[config.mk]
export PLATFORM = sky130hd
export DESIGN_NAME = fgtr_ctrl
export DESIGN_NICKNAME = d
export VERILOG_FILES = /design/src/rtl/core/fgtr_pkg.sv /design/src/rtl/core/fgtr_ctrl.sv
export SDC_FILE = /design/constraint.sdc
export NUM_CORES = 1
export LEC_CHECK = 0
export BUFFER_PORTS_ARGS = -buffer_cell sky130_fd_sc_hd__buf_2
export CAP_MARGIN = 25
export CORE_AREA = 2 2 39 41
export CTS_CLUSTER_SIZE = 30
export DETAILED_ROUTE_END_ITERATION = 10
export DIE_AREA = 0 0 41 43
export PLACE_DENSITY = 0.58
export RECOVER_POWER = 50
export SYNTH_ARGS = -nofsm -noshare
export SYNTH_HDL_FRONTEND = slang
export SYNTH_SLANG_ARGS = --single-unit
[constraint.sdc]
create_clock -name clk -period 1.63 [get_ports clk]
set_input_delay 0.0815 -clock clk [delete_from_list [all_inputs] [get_ports clk]]
set_output_delay 0.0815 -clock clk [all_outputs]
set_load 0.005 [all_outputs]
[src/rtl/core/fgtr_pkg.sv]
// ----------------------------------------------------------------------------
// fgtr_pkg
// shared constants, field positions and control structs of the glyph renderer
// ----------------------------------------------------------------------------
package fgtr_pkg;

    // font store geometry
    localparam int FONT_BYTES = 8192;
    localparam int FONT_AW    = $clog2(FONT_BYTES);
    localparam int GLYPH_ROWS = 16;
    localparam int ROW_W      = $clog2(GLYPH_ROWS);

    // field widths
    localparam int CMD_W    = 1;
    localparam int CODE_W   = 8;
    localparam int FIDX_W   = 13;
    localparam int FBYTE_W  = 8;
    localparam int ADDR_W   = 48;
    localparam int PITCH_W  = 14;
    localparam int SWIDTH_W = 14;
    localparam int GBYTES_W = 6;
    localparam int COLOUR_W = 32;
    localparam int MASK_W   = 8;
    localparam int CUR_W    = 16;
    localparam int PROD_W   = CUR_W + PITCH_W;
    localparam int GBASE_W  = CODE_W + GBYTES_W;

    // input tdata layout
    localparam int S_DATA_W   = 32;
    localparam int CODE_LSB   = 0;
    localparam int FIDX_LSB   = CODE_LSB + CODE_W;
    localparam int FBYTE_LSB  = FIDX_LSB + FIDX_W;

    // output tdata layout
    localparam int M_DATA_W   = 88;
    localparam int RADDR_LSB  = 0;
    localparam int MASK_LSB   = RADDR_LSB + ADDR_W;
    localparam int COLOUR_LSB = MASK_LSB + MASK_W;

    // configuration port
    localparam int CFG_IDX_W  = 3;
    localparam int CFG_DATA_W = ADDR_W;

    localparam logic [CFG_IDX_W-1:0] REG_BASE   = 3'd0;
    localparam logic [CFG_IDX_W-1:0] REG_PITCH  = 3'd1;
    localparam logic [CFG_IDX_W-1:0] REG_SWIDTH = 3'd2;
    localparam logic [CFG_IDX_W-1:0] REG_GBYTES = 3'd3;
    localparam logic [CFG_IDX_W-1:0] REG_COLOUR = 3'd4;

    // command codes
    localparam logic CMD_PRINT = 1'b0;
    localparam logic CMD_LOAD  = 1'b1;

    // reset values
    localparam logic [ADDR_W-1:0]   BASE_RST   = '0;
    localparam logic [PITCH_W-1:0]  PITCH_RST  = 14'd1024;
    localparam logic [SWIDTH_W-1:0] SWIDTH_RST = 14'd1024;
    localparam logic [GBYTES_W-1:0] GBYTES_RST = 6'd16;
    localparam logic [COLOUR_W-1:0] COLOUR_RST = 32'hffff_ffff;
    localparam logic [CUR_W-1:0]    CUR_X_RST  = 16'd50;
    localparam logic [CUR_W-1:0]    CUR_Y_RST  = 16'd120;

    // cursor steps
    localparam logic [CUR_W-1:0] CHAR_ADV = 16'd8;
    localparam logic [CUR_W-1:0] LINE_ADV = 16'd16;

    // controller to datapath
    typedef struct packed {
        logic load_wr;     // write one font byte from the input item
        logic capture;     // latch char code of a print item
        logic mul;         // form cursor_y * pitch and code * glyph_bytes
        logic addr;        // form first row address, advance cursor
        logic issue;       // read one glyph row into the pipe
        logic issue_last;  // the row issued is the final one
    } fgtr_cmd_t;

    // datapath to controller
    typedef struct packed {
        logic can_issue;   // read stage is free to take a row
    } fgtr_status_t;

endpackage

[src/rtl/core/fgtr_ctrl.sv]
// ----------------------------------------------------------------------------
// fgtr_ctrl
// item sequencer: accepts items, runs setup and steps through glyph rows
// ----------------------------------------------------------------------------
module fgtr_ctrl (
    input  logic                 clk,
    input  logic                 rst_n,
    input  logic                 s_tvalid,
    input  logic                 command,
    input  fgtr_pkg::fgtr_status_t status,
    output logic                 ready,
    output fgtr_pkg::fgtr_cmd_t  cmd
);

    localparam logic [1:0] ST_IDLE  = 2'd0;
    localparam logic [1:0] ST_MUL   = 2'd1;
    localparam logic [1:0] ST_ADDR  = 2'd2;
    localparam logic [1:0] ST_ISSUE = 2'd3;

    logic [1:0]                 state_reg, state_next;
    logic [fgtr_pkg::ROW_W-1:0] row_reg, row_next;
    logic                       accept;
    logic                       row_last;

    assign ready    = (state_reg == ST_IDLE);
    assign accept   = ready && s_tvalid;
    assign row_last = (row_reg == fgtr_pkg::ROW_W'(fgtr_pkg::GLYPH_ROWS - 1));

    always_comb
    begin
        state_next     = state_reg;
        row_next       = row_reg;
        cmd.load_wr    = accept && (command == fgtr_pkg::CMD_LOAD);
        cmd.capture    = accept && (command == fgtr_pkg::CMD_PRINT);
        cmd.mul        = 1'b0;
        cmd.addr       = 1'b0;
        cmd.issue      = 1'b0;
        cmd.issue_last = 1'b0;
        case (state_reg)
            ST_IDLE:
            begin
                if (cmd.capture)
                begin
                    state_next = ST_MUL;
                end
            end
            ST_MUL:
            begin
                cmd.mul    = 1'b1;
                state_next = ST_ADDR;
            end
            ST_ADDR:
            begin
                cmd.addr   = 1'b1;
                row_next   = '0;
                state_next = ST_ISSUE;
            end
            ST_ISSUE:
            begin
                if (status.can_issue)
                begin
                    cmd.issue      = 1'b1;
                    cmd.issue_last = row_last;
                    row_next       = row_reg + 1'b1;
                    if (row_last)
                    begin
                        state_next = ST_IDLE;
                    end
                end
            end
            default:
            begin
                state_next = ST_IDLE;
            end
        endcase
    end

    always_ff @(posedge clk or negedge rst_n)
    begin
        if (!rst_n)
        begin
            state_reg <= ST_IDLE;
            row_reg   <= '0;
        end
        else
        begin
            state_reg <= state_next;
            row_reg   <= row_next;
        end
    end

endmodule

### After elaboration in Yosys (flattened, before gate mapping)

Index checks and enable logic that the tools add are counted.
W data, S select, Z words.

| storage, ports and cells | value |
|---|---|
| register bits | 6 |
| output and inout bits | 7 |
| input bits | 5 |

| operators by class | value |
|---|---|
| equal/unequal tests | 7 |
| bitwise logic cells | 1 |
| multiplexer cells | 10 |
| add/sub/neg operators | 1 |
| reductions and logical operators | 7 |

Operators by type and width:

| operator | count |
|---|---|
| $mux W2 | 5 |
| $pmux W2 S4 | 1 |
| $pmux W4 S2 | 1 |
| $add A4 B1 Y4 const B | 1 |
| $eq A2 B2 Y1 const B | 2 |
| $eq A4 B4 Y1 const B | 1 |
| $mux W4 | 1 |
| $ne A2 B2 Y1 const B | 2 |
| $logic_and A1 B1 Y1 | 3 |
| $reduce_and A3 Y1 | 1 |
| $eq A2 B1 Y1 const B | 1 |
| $logic_not A2 Y1 | 1 |
| $mux W1 | 2 |
| $ne A2 B1 Y1 const B | 1 |
| $reduce_and A2 Y1 | 1 |
| $reduce_bool A2 Y1 | 1 |
| $not A1 Y1 | 1 |

### Depth between registers and ports, before layout

| logic depth | value |
|---|---|
| word-level depth | 5 |
| depth in mapped cells | 5 |
| depth with buffers taken out | 5 |

### Worst setup path after synthesis

Ideal clock, no wire load.

| path | value |
|---|---|
| path type | register -> register |
| start | reg row_reg[0] (netlist name) |
| end | reg state_reg[1] |
| cell stages (with the launch flop) | 5 |
| path buffers | 0 |
| setup time | 0.125 ns |
| clock period less this slack | 1.328 ns |
| slack | 0.302 ns |
| data arrival time | 1.203 ns |
| cell sequence | dfrtp_1 > ha_1 > nand4_4 > a22oi_4 > mux2_4 |

| between the ends | value |
|---|---|
| word-level cells in the longest chain between the ends | 3 |

RTL lines:

| element | line | RTL |
|---|---|---|
| from (decl) | fgtr_ctrl.sv:21 | `logic [fgtr_pkg::ROW_W-1:0] row_reg, row_next;` |
| from (signal assigned) | fgtr_ctrl.sv:88 | `row_reg <= row_next;` |
| $eq A4 B4 Y1 | fgtr_ctrl.sv:27 | `assign row_last = (row_reg == fgtr_pkg::ROW_W'(fgtr_pkg::GLYPH_ROWS - 1));` |
| $ne A2 B2 Y1 (no line) | n/a |  |
| $reduce_and A3 Y1 (no line) | n/a |  |
| to (signal assigned) | fgtr_ctrl.sv:87 | `state_reg <= state_next;` |
| to (decl) | fgtr_ctrl.sv:20 | `logic [1:0] state_reg, state_next;` |

Every way passes these cells.
A chain may end at the register's enable or synchronous reset.

### Worst setup path in the final report

Same ends and word-level chain as after synthesis.

==> out/qor.txt <==
Setup crit end -> state_reg[1]$_DFFE_PN0P_
Drt first pass iters -> 3
Gate power share -> 0.524
Critical Path End Type -> flip-flop
CP cell instances -> ha_1 > nand4_4 > a22oi_4 > mux2_4
IO Count -> 12
Largest net degree at the start of global routing -> 7
WP depth -> 4
ANT cells -> 0
First-pass GRT wire length -> 1.255 mm
Avg Cell Area, Syn -> 10.01 um2
Layout cell share with drive strength beyond 1 -> 0.2857
CP peak stage delay -> 0.39 ns
Crit-path leading delay family -> flip-flops
Final Hold Vio Count -> 0
Hold slack final -> 0.2556 ns
Worst R2R End -> state_reg[1]$_DFFE_PN0P_
Largest register FFs -> 4
Least-Margin Pin Slew -> 0.3231 ns
Yosys reg bits -> 6
Sequential power share -> 0.311
FMAX -> 0.7170 GHz
Initial antenna violation count -> 0
CP arrival -> 1.51 ns
Tmin final -> 1.395 ns
Reg2reg start -> row_reg[0]$_DFFE_PN0P_
Die Area -> 0.001763 mm2
Hpwl dp -> 550.6 um
Class of the worst hold path -> input pin to flip-flop
Peak supply drop -> 0.5006 mV
Yosys warns -> 0
Slew Viols, Final -> 0
Antenna-violating nets left -> 0
Power share of the clock group -> 0.164
Longest Clk Path Bufs -> 2
Seq/Total Area, Yosys -> 0.3571
Status -> finished clean
Num CTS Buffers -> 3
Port bufs -> 11
Pint -> 490.4 uW
Crit path from -> row_reg[0]$_DFFE_PN0P_
Buffers and inverters on the worst path -> 0
Sw Pwr -> 297.8 uW
Via count -> 311
Post-Synthesis Cell Area -> 420.4 um2
Clock Tree Root -> clkbuf_4
R2r worst-path depth -> 4
Cell Count, Final, Fillers Out -> 72
Setup violations, final -> 0
DR DRC count -> 0
Worst-path clk slew -> 0.04 ns
GRT Overall Usage -> 0.1096
Worst EP required -> 1.75 ns
CTS tree -> done
Multi-input combinational cell area -> 251.5 um2
DR iter-0 viols -> 13
Setup TNS -> 0 ns
Netlist cell types -> 19
Fillers -> 143
Nets -> 68
Die width -> 41 um
Worst setup path class -> flip-flop to flip-flop
Core Region -> 0.001384 mm2
CP max stage cell -> dfrtp_1
Synthesis-to-finish area growth -> 23.51%
WL final -> 690 um
Global route overflow -> 0
CP max FO -> 4
GP Congestion -> 0.6433
Initial Util -> 0.3038
Avg WL per Cell -> 9.583 um
RSZ-0062 raised after global routing -> false
Number of H-tree levels -> 1
Worst Clk Skew -> 0.002328 ns
Placed insts -> 68
Latest clock arrival within the worst-skew pair -> 0.24 ns
Syn Nets -> 52
Pwr dens -> 1518 mW/mm2
Cell Rows -> 14
Syn Inst Count -> 42
Slew headroom -> 0.7846
Vias per cell -> 4.319
Period utilization -> 0.8557
CTS Sinks -> 6
Die Ht -> 43 um
Sw Share -> 0.3778
Setup crit start kind -> flip-flop
Register Area -> 150.1 um2
Pleak -> 0.2742 nW
Vias in the first global route -> 310
Max_cap viols -> 0
Setup slack, reg-to-reg -> 0.24 ns
[synth_stat cells]
cell	n	share of area
a2bb2oi_1	1	0.021
inv_1	3	0.027
o21ai_0	2	0.024
and3_1	1	0.015
ha_1	5	0.15
nand2b_1	1	0.015
xnor2_1	1	0.021
mux2i_1	1	0.024
dfrtp_1	6	0.36
nor2_1	4	0.036
a22oi_4	1	0.051
nand4_1	1	0.015
nand2_1	7	0.063
buf_4	1	0.018
mux2_4	1	0.036
nand4_4	1	0.051
xor2_1	2	0.042
o21ai_1	2	0.024
and2_1	1	0.015
[metrics by stage]
step                  util  power, mW  setup slack [ns]  area [um2]
finish              0.3752     0.7882            0.2352       519.2
global placement    0.3526     0.6683            0.2778       488.0
detailed placement  0.3526     0.6707            0.2419       488.0
floorplan                -     0.5570            0.3018       420.4
CTS                 0.3761     0.8118            0.2299       520.5
global route        0.3752     0.8709            0.1259       519.2
[worst min path at each step]
stage          startpoint                endpoint  slack (ns)  depth (start not counted)
3_3_place_gp        rst_n  row_reg[3]$_DFFE_PN0P_       -0.08                          1
6_report           status  row_reg[0]$_DFFE_PN0P_        0.26                          3
2_1_floorplan       rst_n  row_reg[0]$_DFFE_PN0P_       -0.21                          0
5_1_grt            status  row_reg[0]$_DFFE_PN0P_        0.28                          3
3_5_place_dp        rst_n  row_reg[1]$_DFFE_PN0P_       -0.09                          1
4_1_cts             rst_n  row_reg[1]$_DFFE_PN0P_        0.19                          2
[power by group through the flow]
stage	registers (mW)	logic [mW]	clock network [mW]
6_report	0.245	0.413	0.129
5_1_grt	0.256	0.472	0.143
4_1_cts	0.246	0.427	0.139
3_5_place_dp	0.249	0.422	0
3_3_place_gp	0.248	0.420	0
2_1_floorplan	0.239	0.318	0
[area by class of cell]
class                      count  area share
multi-input combinational     32      0.4843
sequential                     6      0.2892
timing repair buffer          12      0.1229
clock buffer                   3     0.04337
tap                           16     0.03855
inverter                       3     0.02169
[metal layers]
layer  track usage  part of all wire  up-vias
met1        0.1333              0.44      136
met5             0                 0        -
met3       0.04712             0.025        2
met2        0.1469              0.52        3
met4       0.08000            0.0087        0
li1              -                 -      170
[cell families (layout without fill, tap and decap cells)]
| family | after synthesis | after routing | synth area share |
|---|---|---|---|
| compound gates | 6 | 6 | 0.1191 |
| mux | 2 | 2 | 0.05951 |
| simple gates | 16 | 16 | 0.2084 |
| buf+inv | 4 | 18 | 0.04465 |
| flops | 6 | 6 | 0.3571 |
| xor+xnor | 3 | 3 | 0.06251 |
| fa+ha+maj | 5 | 5 | 0.1488 |
[layout by cell type (no fill, tap or decap)]
cell            n
and3_1          1
a2bb2oi_1       1
dlygate4sd3_1   1
clkbuf_4        3
nand2_1         7
nand4_4         1
ha_1            5
o21ai_0         3
xnor2_1         1
and2_1          1
nand2b_1        1
nor2_1          4
clkbuf_1        1
o21ai_1         1
dfrtp_1         6
mux2i_1         1
inv_1           3
a22oi_4         1
mux2_4          1
xor2_1          2
buf_2          10
nand4_1         1
[what timing repair did]
item,CTS,global route
resized for setup,0,0
setup buffers,0,0
hold buffers,1,0
endpoints found under the hold margin,6,0
[worst register-to-register path, cell delays in order (launching register included)]
cell	delay, ns
dfrtp_1	0.39
ha_1	0.23
nand4_4	0.12
a22oi_4	0.23
mux2_4	0.31
(Power assumes the default switching activity.)
